**src/ldpt_pkg.sv**
```systemverilog
// Shared constants, codes and controller/datapath interface types for the
// LRU demand page translator. No dependencies.
`timescale 1ns / 1ps
`default_nettype none

package ldpt_pkg;

    // Geometry of the paging scheme.
    localparam int PAGE_BYTES  = 4096;
    localparam int NUM_BUFFERS = 16;
    localparam int NUM_DICTS   = 4;
    localparam int MAX_PAGES   = 1024;
    localparam int WORD_BYTES  = 8;

    // Field and storage widths.
    localparam int POS_W      = 24;
    localparam int LEN_W      = 23;
    localparam int OFFSET_W   = $clog2(PAGE_BYTES);
    localparam int WORD_SHIFT = $clog2(WORD_BYTES);
    localparam int PAGE_W     = $clog2(MAX_PAGES);
    localparam int SLOT_W     = $clog2(NUM_BUFFERS);
    localparam int DICT_W     = $clog2(NUM_DICTS);
    localparam int ENTRY_W    = 1 + DICT_W + PAGE_W;
    localparam int MAP_DEPTH  = 2 * NUM_DICTS * MAX_PAGES;
    localparam int MAP_W      = 1 + SLOT_W;
    localparam int STAMP_W    = 48;

    // Configuration port.
    localparam int NUM_REGS = 4;
    localparam int REG_IDX_W = $clog2(NUM_REGS);
    localparam int PADDR_W  = REG_IDX_W + 2;
    localparam int PDATA_W  = 32;

    localparam logic [REG_IDX_W-1:0] REG_DICT_LEN_0 = 2'd0;
    localparam logic [REG_IDX_W-1:0] REG_DICT_LEN_1 = 2'd1;
    localparam logic [REG_IDX_W-1:0] REG_DICT_LEN_2 = 2'd2;
    localparam logic [REG_IDX_W-1:0] REG_DICT_LEN_3 = 2'd3;

    // Store kinds.
    localparam logic KIND_BYTE = 1'b0;
    localparam logic KIND_WORD = 1'b1;

    // Commands from the controller to the datapath.
    typedef struct packed {
        logic in_ready;
        logic load;
        logic clear_wr;
        logic lookup;
        logic scan_init;
        logic scan_step;
        logic unmap;
        logic map;
        logic commit;
    } t_cmd;

    // Status from the datapath to the controller.
    typedef struct packed {
        logic clear_last;
        logic bad;
        logic lookup_hit;
        logic scan_done;
        logic out_free;
    } t_stat;

endpackage

`default_nettype wire

```
**src/ldpt_ctrl.sv**
```systemverilog
// Controller state machine of the page translator: sequences the clearing
// pass, lookup, LRU scan, unmap, map and result hand-off. Uses ldpt_pkg.
`timescale 1ns / 1ps
`default_nettype none

module ldpt_ctrl (
    input  wire logic         i_clk,
    input  wire logic         i_rst_n,
    input  wire logic         i_in_valid,
    input  wire ldpt_pkg::t_stat i_stat,
    output ldpt_pkg::t_cmd    o_cmd
);

    typedef enum logic [6:0] {
        S_CLEAR  = 7'b0000001,
        S_IDLE   = 7'b0000010,
        S_LOOKUP = 7'b0000100,
        S_SCAN   = 7'b0001000,
        S_UNMAP  = 7'b0010000,
        S_MAP    = 7'b0100000,
        S_FINISH = 7'b1000000
    } t_state;

    t_state r_state;
    t_state n_state;

    always_ff @(posedge i_clk) begin
        if (!i_rst_n) begin
            r_state <= S_CLEAR;
        end else begin
            r_state <= n_state;
        end
    end

    always_comb begin
        n_state = r_state;
        o_cmd   = '0;
        case (r_state)
            S_CLEAR: begin
                o_cmd.clear_wr = 1'b1;
                if (i_stat.clear_last) begin
                    n_state = S_IDLE;
                end
            end
            S_IDLE: begin
                o_cmd.in_ready = 1'b1;
                if (i_in_valid) begin
                    o_cmd.load = 1'b1;
                    n_state    = S_LOOKUP;
                end
            end
            S_LOOKUP: begin
                o_cmd.lookup = 1'b1;
                if (i_stat.bad || i_stat.lookup_hit) begin
                    if (i_stat.out_free) begin
                        o_cmd.commit = 1'b1;
                        n_state      = S_IDLE;
                    end else begin
                        n_state = S_FINISH;
                    end
                end else begin
                    o_cmd.scan_init = 1'b1;
                    n_state         = S_SCAN;
                end
            end
            S_SCAN: begin
                o_cmd.scan_step = 1'b1;
                if (i_stat.scan_done) begin
                    n_state = S_UNMAP;
                end
            end
            S_UNMAP: begin
                o_cmd.unmap = 1'b1;
                n_state     = S_MAP;
            end
            S_MAP: begin
                o_cmd.map = 1'b1;
                if (i_stat.out_free) begin
                    o_cmd.commit = 1'b1;
                    n_state      = S_IDLE;
                end else begin
                    n_state = S_FINISH;
                end
            end
            S_FINISH: begin
                if (i_stat.out_free) begin
                    o_cmd.commit = 1'b1;
                    n_state      = S_IDLE;
                end
            end
            default: begin
                n_state = S_CLEAR;
            end
        endcase
    end

endmodule

`default_nettype wire

```
**config.mk**
```make
export PLATFORM = sky130hd
export DESIGN_NAME = ldpt_ctrl
export DESIGN_NICKNAME = d
export VERILOG_FILES = /design/src/ldpt_pkg.sv /design/src/ldpt_ctrl.sv
export SDC_FILE = /design/constraint.sdc
export NUM_CORES = 1
export LEC_CHECK = 0
export BUFFER_PORTS_ARGS = -buffer_cell sky130_fd_sc_hd__buf_4
export CORE_MARGIN = 5
export CORE_UTILIZATION = 41
export DETAILED_ROUTE_END_ITERATION = 7
export GPL_ROUTABILITY_DRIVEN = 0
export MAX_ROUTING_LAYER = met4
export PLACE_DENSITY = 0.69
export RECOVER_POWER = 50
export SYNTH_ARGS = -nofsm -noshare
export SYNTH_HDL_FRONTEND = slang
export SYNTH_SLANG_ARGS = --single-unit
```
**constraint.sdc**
```tcl
create_clock -name i_clk -period 1.4 [get_ports i_clk]
set_input_delay 0.14 -clock i_clk [delete_from_list [all_inputs] [get_ports i_clk]]
set_output_delay 0.14 -clock i_clk [all_outputs]
set_load 0.03 [all_outputs]
```
[Yosys cells after proc, flatten, opt, wreduce, memory -nomap -nowiden]
Cells that the tools add are included.
Storage, ports and cells
  register bits after elaboration: 7
  bits in latches: 0
  memory bits (writable): 0
  ROM bits: 0
  input port bits: 8
  output and inout port bits: 9
  memories: 0
Operators by class
  add/subtract/negate cells: 0
  $mul: 0
  div/mod/pow operators: 0
  order comparisons: 0
  eq/ne operators: 11
  shift operators: 0
  multiplexer cells: 18
  bitwise logic cells: 0
  reductions and logical operators: 3
Operators with widths (number)
  $pmux W7 S7: 1
  $mux W7: 6
  $mux W1: 8
  $ne A2 B2 Y1 const B: 4
  $eq A7 B1 Y1 const B: 1
  $eq A7 B2 Y1 const B: 1
  $eq A7 B3 Y1 const B: 1
  $eq A7 B4 Y1 const B: 1
  $eq A7 B5 Y1 const B: 1
  $eq A7 B6 Y1 const B: 1
  $eq A7 B7 Y1 const B: 1
  $mux W2: 2
  $reduce_and A4 Y1: 1
  $pmux W1 S2: 1
  $reduce_or A2 Y1: 1
  $logic_or A1 B1 Y1: 1

[Depth between registers and ports, before layout]
Gate-level depths: netlist (run 1).
  word-level depth: 3
  gate-level depth with buffers: 5

[Worst setup path before layout (run 1)]
No wires, ideal clock.
  path kind: reg-to-output
  from: reg r_state[5]
  to: out o_cmd[4] (netlist bit)
  arrival: 1.812 ns
  required time: 1.260 ns
  slack: -0.552 ns
  stages on the path, launching flop included: 5
  buffers on the path: 1
  cells stage by stage: dfxtp_1 -> buf_6 -> or4_4 -> nor3_2 -> and2_1
RTL lines
  from (decl): RTL line ldpt_ctrl.sv:24  | t_state r_state;
  from (signal assigned): RTL line ldpt_ctrl.sv:31  | r_state <= n_state;
  to (decl): RTL line ldpt_ctrl.sv:11  | output ldpt_pkg::t_cmd o_cmd

==> results.py, run 1 <==
metrics = {
    "clocking": {
        "path_clk_slew_ns": 0.05,
        "cts_max_path_buffers": 2,
        "cts_tree": "built",
        "numCtsBuffers": 3,
        "cts.sinks": 7,
        "clk_latency_ns": 0.26,
        "htreeDepth": 1,
        "postCtsHoldBufs": 0,
        "clock-root-buffer": "clkbuf_4",
    },
    "logic_synthesis": {
        "synth_seq_cells": 7,
        "post-synth-top-area-cell": "dfxtp_1",
        "yosysUniqueCellTypes": 34,
        "avgSynthCellArea_um2": 7.75,
        "synthesis.area_um2": 558,
        "synth_top_area_share_pct": 25.1,
        "synth_nets": 80,
        "syn_inst": 72,
        "ys_seq_area_share_pct": 25.1,
        "yosysWarnings": 0,
        "synthTopCellsByArea": "dfxtp_1, nor4_2, nand2b_1, nor3_1, nor2_1",
    },
    "worst_setup_path": {
        "cp_num_buf_inv": 1,
        "critical_path_class": "reg2out",
        "worst-r2r-cell-count": 6,
        "crit_required_ns": 1.26,
        "timing.rr.end": "r_state[1]$_SDFFE_PN0P_",
        "crit_path_end": "o_cmd[4]",
        "worstSetupStartpoint": "r_state[4]$_SDFFE_PN0P_",
        "cp_slowest_stage_delay_ns": 0.58,
        "rr_startpoint": "r_state[4]$_SDFFE_PN0P_",
        "path_cells": "or4_4 -> nor3_4 -> and2_4 -> buf_6",
        "worstPathMaxFanout": 3,
        "critPathSlowestCell": "or4_4",
        "arrival_ns": 1.58,
        "path_delay_family": "simple AND/OR/NAND/NOR gates",
        "cp-start-kind": "flip-flop",
        "cp.depth": 4,
        "worst_setup_path_end_kind": "output pin",
        "r2r_slack_ns": -0.23,
    },
    "sta": {
        "slew-limit-headroom_pct": 73.1,
        "fin_skew_ns": 0.000649,
        "rsz0062_at_grt": "true",
        "fmax_ghz": 0.582,
        "finalMaxSlewViolations": 0,
        "fin_tns_setup_ns": -1.70,
        "hold_ws_ns": 0.0599,
        "hold_viol": 0,
        "final.min_clock_period_ns": 1.72,
        "setup_viol": 13,
        "setup_slack_ns": -0.319,
        "tightestPinTransition_ns": 0.393,
        "period_share_pct": 123,
    },
    "placed_design": {
        "placed_cells": 111,
        "io_buffer_count": 16,
        "postPlaceCellArea_um2": 796,
    },
    "final_layout": {
        "top_register": "r_state",
        "area_growth_pct": 80.9,
        "fillers": 95,
        "mostFrequentLayoutCells": "buf_4, buf_6, inv_1",
        "final_area_um2": 1010,
        "fin_util_pct": 77.6,
        "diodes": 0,
        "largest_register_ffs": 7,
        "fin_nets": 114,
        "fin_cells": 120,
        "final_layout_size_suffix_gt1_share_pct": 60.0,
        "largestRegisters": "r_state x7",
        "multi_input_area_um2": 470,
        "mostFrequentLayoutCell": "buf_4",
        "regArea_um2": 151,
    },
    "power_and_ir_drop": {
        "pwr-share-clk_pct": 15.7,
        "combPwrFrac_pct": 63.6,
        "irDropWorstVdd_v": 0.000975,
        "power_leakage_nw": 0.420,
        "power_density_nw_per_um2": 1240,
        "seqPwrFrac_pct": 20.7,
        "switching_share_pct": 41.1,
        "internal_power_w": 0.000738,
        "p_switching_w": 0.000515,
    },
    "worst_hold_path": {
        "min_from": "i_stat[0]",
        "hp-class": "in2reg",
    },
    "run_status": {
        "status": "finished, violations left",
        "violations": "negative setup slack",
    },
    "routing": {
        "drtIter0Drc": 25,
        "firstDrtPassIters": 4,
        "drt-vias-per-instance": 5.71,
        "ant_nets": 0,
        "wl_um": 1840,
        "wl_per_cell_um": 15.3,
        "num_vias": 685,
        "drc": 0,
    },
    "global_routing": {
        "antenna_found_initial": 0,
        "first_global_vias": 660,
        "grt_use_total_pct": 20.6,
        "gr-total-overflow": 0,
        "grt_first_pass_wirelength_um": 3020,
        "grt_start_max_net_pins": 11,
    },
    "floorplan": {
        "die_w_um": 46.9,
        "start_util_pct": 42.9,
        "core_area_um2": 1300,
        "rows": 13,
        "dieArea_um2": 2200,
        "pin_count": 17,
        "die_h_um": 46.9,
    },
    "run": {
        "max_cap_viol_count": 0,
    },
}
synth_stat cells:
cell       count
dfxtp_1        7
nor2_1         6
inv_1          5
nor3_1         5
nand2b_1       4
and2_1         3
and3_1         3
clkbuf_1       3
nor4_2         3
o21ai_0        3
a31oi_1        2
buf_2          2
nor3b_1        2
o211ai_1       2
o21ai_1        2
xor2_1         2
a2111oi_0      1
a21oi_1        1
a221oi_1       1
a311oi_1       1
buf_4          1
buf_6          1
nand2_1        1
nand3b_1       1
nand4_1        1
nor3_2         1
nor4_1         1
nor4b_1        1
o2111ai_1      1
o221ai_1       1
o22a_1         1
o32ai_1        1
or3_1          1
or4_4          1
how the worst min path moves through the flow:
stage	endpoint	depth (start not counted)
finish	r_state[6]$_SDFFE_PN0P_	2
global route	r_state[6]$_SDFFE_PN0P_	2
detailed placement	r_state[6]$_SDFFE_PN0P_	2
floorplan	r_state[6]$_SDFFE_PN0P_	1
global placement	r_state[6]$_SDFFE_PN0P_	2
CTS	r_state[6]$_SDFFE_PN0P_	2
cell type report:
| class | count | share of cell area [%] |
|---|---|---|
| sequential | 7 | 15.0 |
| tap | 15 | 1.86 |
| inverter | 5 | 1.86 |
| clock buffer | 4 | 2.60 |
| timing repair buffer | 36 | 32.1 |
| multi-input combinational | 53 | 46.6 |
cells by family (layout without fill, tap and decap cells):
| group | after synthesis | after routing | share of synthesized area, % |
|---|---|---|---|
| compound gates | 17 | 17 | 21.3 |
| xor+xnor | 2 | 2 | 3.14 |
| buf+inv | 12 | 45 | 10.5 |
| flops | 7 | 7 | 25.1 |
| simple gates | 34 | 34 | 39.9 |
per-layer routing:
metal	wire [µm]	GRT usage [%]	up-vias
li1	-	-	336
met1	800	25.6	320
met2	876	29.5	21
met3	96	6.51	8
met4	65	10.5	0
met5	0	-	-
power by group through the flow:
stage               clock network, W  logic (W)  registers, W
floorplan                          0   0.000408      0.000237
global placement                   0   0.000604      0.000253
detailed placement                 0   0.000614      0.000256
CTS                         0.000191   0.000770      0.000256
global route                0.000209   0.000853      0.000265
finish                      0.000197   0.000797      0.000259
timing repair:
| action | 4_1_cts | 5_1_grt |
|---|---|---|
| pin swaps | 10 | 7 |
| buffers inserted | 5 | 0 |
| gates resized for setup | 25 | 9 |
| endpoints found under the setup margin | 12 | 14 |
stage by stage:
| stage | setup WS, ns | power (W) |
|---|---|---|
| 2_1_floorplan | -0.290 | 0.000645 |
| 3_3_place_gp | -0.0375 | 0.000857 |
| 3_5_place_dp | -0.0777 | 0.000870 |
| 4_1_cts | -0.305 | 0.00122 |
| 5_1_grt | -0.362 | 0.00133 |
| 6_report | -0.319 | 0.00125 |
(Power assumes the default switching activity.)
==> run 2, diff against run 1 <==
Settings changed: SKIP_CTS_REPAIR_TIMING from default to 1.
==> run 2 against run 1 <==
  * Critical path depth unchanged
  * Via count increased by 7.2%
  * Largest power group unchanged
  * Fmax increased by 0.16%
  * The flow still finishes with violations (negative setup slack)
  * Worst hold slack improved by 0.0028 ns
  * Die area unchanged
  * Critical endpoint unchanged
  * First-iteration DRC count increased by 4.0%
  * Critical path type unchanged
  * Routed wire length increased by 3.4%
  * Sequential power about the same
  * Sequential cell count unchanged
==> results.py, run 2 (synthesized netlist as in run 1, its figures left out) <==
metrics = {
    "run_status": {
        "status": "finished, violations left",
        "violations": "negative setup slack",
    },
    "power_and_ir_drop": {
        "power_leakage_nw": 0.427,
        "switching_share_pct": 41.3,
        "p_switching_w": 0.000520,
        "pwr-share-clk_pct": 15.4,
        "irDropWorstVdd_v": 0.000998,
        "seqPwrFrac_pct": 20.6,
        "power_density_nw_per_um2": 1250,
        "combPwrFrac_pct": 64.0,
        "internal_power_w": 0.000737,
    },
    "clocking": {
        "cts.sinks": 7,
        "clock-root-buffer": "clkbuf_4",
        "cts_max_path_buffers": 2,
        "cts_tree": "built",
        "numCtsBuffers": 3,
        "htreeDepth": 1,
        "path_clk_slew_ns": 0.05,
        "clk_latency_ns": 0.26,
    },
    "final_layout": {
        "mostFrequentLayoutCell": "buf_4",
        "final_layout_size_suffix_gt1_share_pct": 61.7,
        "fin_nets": 116,
        "largestRegisters": "r_state x7",
        "diodes": 0,
        "final_area_um2": 1010,
        "fin_cells": 122,
        "top_register": "r_state",
        "largest_register_ffs": 7,
        "area_growth_pct": 80.7,
        "mostFrequentLayoutCells": "buf_4, buf_6, inv_1, nor2_1",
    },
    "placed_design": {
        "placed_cells": 111,
        "postPlaceCellArea_um2": 796,
        "post-place-ws_ns": -0.0777,
        "io_buffer_count": 16,
    },
    "routing": {
        "drt-vias-per-instance": 6.02,
        "num_vias": 734,
        "ant_nets": 0,
        "wl_um": 1900,
        "wl_per_cell_um": 15.6,
        "drc": 0,
        "drtIter0Drc": 26,
        "firstDrtPassIters": 4,
    },
    "floorplan": {
        "rows": 13,
        "pin_count": 17,
        "die_w_um": 46.9,
        "dieArea_um2": 2200,
        "die_h_um": 46.9,
        "core_area_um2": 1300,
        "start_util_pct": 42.9,
    },
    "sta": {
        "rsz0062_at_grt": "true",
        "setup_viol": 13,
        "hold_ws_ns": 0.0627,
        "fin_skew_ns": 0.00348,
        "tightestPinTransition_ns": 0.392,
        "setup_slack_ns": -0.316,
        "finalMaxSlewViolations": 0,
        "final.min_clock_period_ns": 1.72,
        "hold_viol": 0,
        "fmax_ghz": 0.583,
        "period_share_pct": 123,
        "slew-limit-headroom_pct": 73.2,
    },
    "worst_setup_path": {
        "worst_setup_path_end_kind": "output pin",
        "worstPathMaxFanout": 3,
        "arrival_ns": 1.58,
        "worst-r2r-cell-count": 6,
        "timing.rr.end": "r_state[5]$_SDFFE_PN0P_",
        "rr_startpoint": "r_state[4]$_SDFFE_PN0P_",
        "r2r_slack_ns": -0.13,
        "crit_required_ns": 1.26,
        "cp-start-kind": "flip-flop",
        "critical_path_class": "reg2out",
    },
    "global_routing": {
        "gr-total-overflow": 0,
        "grt_first_pass_wirelength_um": 2510,
        "grt_start_max_net_pins": 11,
        "first_global_vias": 556,
        "grt_use_total_pct": 17.2,
        "antenna_found_initial": 0,
    },
    "worst_hold_path": {
        "min_delay_path_depth": 2,
        "hp-class": "in2reg",
        "min_from": "i_stat[0]",
        "holdPathEnd": "r_state[6]$_SDFFE_PN0P_",
    },
    "run": {
        "max_cap_viol_count": 0,
    },
}
run 2: cell type report:
cell class	instances	area (µm²)
fillers	87	293
inverters	5	18.8
flip-flops and latches	7	151
well taps	15	18.8
repair buffers	38	328
clock buffers	4	26.3
multi-input cells	53	465
run 2: critical path, stage by stage, from the launching register on:
cell and delay [ns]:
dfxtp_2 0.31, or4_4 0.57, nor3_4 0.15, and2_4 0.16
buf_6 0.12
run 2: worst max path at each step:
stage	start	end	slack (ns)	cells past startpoint
after floorplan	r_state[5]$_SDFFE_PN0P_	o_cmd[4]	-0.29	4
after global placement	r_state[4]$_SDFFE_PN0P_	o_cmd[4]	-0.04	4
after detailed placement	r_state[4]$_SDFFE_PN0P_	r_state[1]$_SDFFE_PN0P_	-0.08	5
final	r_state[4]$_SDFFE_PN0P_	o_cmd[4]	-0.32	4
after CTS	r_state[4]$_SDFFE_PN0P_	o_cmd[4]	-0.32	4
after global routing	r_state[4]$_SDFFE_PN0P_	o_cmd[4]	-0.37	4
run 2: stage by stage:
step / utilization [%] / power [W] / setup TNS, ns
after floorplan: - / 0.000645 / -0.717
final: 77.5 / 0.00126 / -2.22
after CTS: 63.2 / 0.00106 / -2.41
after global routing: 77.5 / 0.00133 / -3.01
after global placement: 61.2 / 0.000857 / -0.0726
after detailed placement: 61.2 / 0.000870 / -0.153
run 2: power by group through the flow:
stage / sequential (W) / combinational (W) / clock (W)
after global routing: 0.000263 / 0.000851 / 0.000216
after detailed placement: 0.000256 / 0.000614 / 0
final: 0.000258 / 0.000805 / 0.000194
after global placement: 0.000253 / 0.000604 / 0
after CTS: 0.000252 / 0.000616 / 0.000191
after floorplan: 0.000237 / 0.000408 / 0
run 2: per-layer routing:
| layer | track usage [%] | part of all wire, % |
|---|---|---|
| met1 | 23.3 | 41 |
| met3 | 5.75 | 6.8 |
| met4 | 9.94 | 5.6 |
| met5 | - | 0 |
| met2 | 21.7 | 46 |
==> run 3, diff against run 2 <==
Settings changed: ABC_CLOCK_PERIOD_IN_PS from default to 1400, CORE_UTILIZATION 41 to 43, PLACE_DENSITY 0.69 to 0.71.
==> run 3 against run 2 <==
  * The flow still finishes with violations (negative setup slack)
  * Cell count increased by 5.7%
  * Non-clock buffer count grew 7
  * Worst setup slack worse by 0.0040 ns
  * Combinational power up 2.6%
  * Power is 1.9% higher
  * Clock skew down 0.0017 ns
  * Routed wire length is 8.1% higher
  * Worst hold slack better by 0.019 ns
  * Die area decreased by 3.7%
  * Clock-buffer cell count is the same
  * Utilization up 6.6 points
  * Sequential power grew 3%
  * Critical path type unchanged
  * Largest cell class unchanged
  * Highest routed layer unchanged
==> results.py, run 3 (synthesized netlist as in run 1, its figures left out) <==
metrics = {
    "worst_hold_path": {
        "hp-class": "in2reg",
        "min_delay_path_depth": 2,
    },
    "final_layout": {
        "largest_register_ffs": 7,
        "mostFrequentLayoutCell": "buf_4",
        "largestRegisters": "r_state x7",
        "fin_nets": 123,
        "area_growth_pct": 91.3,
        "top_register": "r_state",
        "final_layout_size_suffix_gt1_share_pct": 64.0,
        "diodes": 0,
        "mostFrequentLayoutCells": "buf_4, buf_6, dfxtp_2",
        "fin_util_pct": 84.1,
    },
    "power_and_ir_drop": {
        "internal_power_w": 0.000746,
        "irDropWorstVdd_v": 0.000923,
        "switching_share_pct": 41.8,
        "pwr-share-clk_pct": 14.6,
        "p_switching_w": 0.000535,
        "seqPwrFrac_pct": 20.8,
        "combPwrFrac_pct": 64.5,
        "power_leakage_nw": 0.461,
        "power_density_nw_per_um2": 1200,
    },
    "routing": {
        "drtIter0Drc": 43,
        "ant_nets": 0,
        "wl_um": 2060,
        "wl_per_cell_um": 15.9,
        "drt-vias-per-instance": 5.75,
        "num_vias": 742,
        "drc": 0,
        "firstDrtPassIters": 4,
    },
    "sta": {
        "rsz0062_at_grt": "true",
        "setup_slack_ns": -0.320,
        "finalMaxSlewViolations": 0,
        "setup_viol": 13,
        "fin_skew_ns": 0.00182,
        "hold_ws_ns": 0.0813,
        "final.min_clock_period_ns": 1.72,
        "fin_tns_setup_ns": -2.19,
        "slew-limit-headroom_pct": 76.3,
        "hold_viol": 0,
        "fmax_ghz": 0.581,
        "period_share_pct": 123,
        "tightestPinTransition_ns": 0.346,
    },
    "clocking": {
        "cts_max_path_buffers": 2,
        "cts_tree": "built",
        "clk_latency_ns": 0.25,
        "path_clk_slew_ns": 0.05,
        "cts.sinks": 7,
        "htreeDepth": 1,
        "clock-root-buffer": "clkbuf_4",
        "numCtsBuffers": 3,
    },
    "worst_setup_path": {
        "cp-start-kind": "flip-flop",
        "worstPathMaxFanout": 4,
        "worst-r2r-cell-count": 6,
        "worst_setup_path_end_kind": "output pin",
        "crit_required_ns": 1.26,
        "arrival_ns": 1.58,
        "critical_path_class": "reg2out",
    },
    "floorplan": {
        "start_util_pct": 44.0,
        "rows": 13,
        "die_h_um": 46.0,
        "core_area_um2": 1270,
        "dieArea_um2": 2120,
        "pin_count": 17,
        "die_w_um": 46.0,
    },
    "global_routing": {
        "antenna_found_initial": 0,
        "gr-total-overflow": 0,
        "grt_first_pass_wirelength_um": 2730,
        "first_global_vias": 642,
        "grt_start_max_net_pins": 9,
        "grt_use_total_pct": 19.3,
    },
    "placed_design": {
        "io_buffer_count": 16,
        "dp_hpwl_um": 1360,
        "post-place-ws_ns": -0.136,
    },
    "run": {
        "max_cap_viol_count": 0,
    },
    "run_status": {
        "violations": "negative setup slack",
        "status": "finished, violations left",
    },
}
run 3: cell count changes in the layout (fill, tap and decap cells not counted), sizes merged:
| cell | before | now |
|---|---|---|
| inv | 5 | 4 |
| clkbuf | 5 | 4 |
| buf | 37 | 45 |
| clkinvlp | 0 | 1 |
run 3: metrics by stage:
step	instances	area [µm²]	total power, W
floorplan	72	584	0.000645
global placement	116	833	0.000860
detailed placement	116	833	0.000876
CTS	120	860	0.00106
global route	129	1070	0.00137
finish	129	1070	0.00128
run 3: cell type report:
class,instances,area [µm²]
Multi-Input combinational cell,53,467
Timing Repair Buffer,45,387
Fill cell,66,201
Sequential cell,7,146
Clock buffer,4,26.3
Inverter,5,22.5
Tap cell,15,18.8
run 3: power by group through the flow:
stage / Sequential (W) / Clock, W / Combinational [W]
2_1_floorplan: 0.000237 / 0 / 0.000408
3_3_place_gp: 0.000263 / 0 / 0.000597
3_5_place_dp: 0.000264 / 0 / 0.000612
4_1_cts: 0.000259 / 0.000190 / 0.000615
5_1_grt: 0.000272 / 0.000210 / 0.000884
6_report: 0.000267 / 0.000187 / 0.000826
run 3: per-layer routing:
layer | vias to the layer above | GRT usage [%] | wire length (µm)
met1 | 343 | 21.1 | 830
li1 | 353 | - | -
met4 | 0 | 11.9 | 51
met5 | - | - | 0
met2 | 40 | 30.5 | 975
met3 | 6 | 5.14 | 200
run 3: worst max-delay path: stages (launching register included):
cell and delay [ns]:
dfxtp_1 0.31, or4_4 0.59, nor3_4 0.15, and2_4 0.16, buf_6 0.12
run 3: path summary, 6_finish.rpt:
kind	start	endpoint	slack (ns)
worst min-delay path	i_stat[0]	r_state[6]$_SDFFE_PN0P_	0.08
worst max register to register	r_state[5]$_SDFFE_PN0P_	r_state[4]$_SDFFE_PN0P_	-0.10
worst max-delay path	r_state[4]$_SDFFE_PN0P_	o_cmd[4]	-0.32
worst min register to register	r_state[4]$_SDFFE_PN0P_	r_state[3]$_SDFFE_PN0P_	0.61
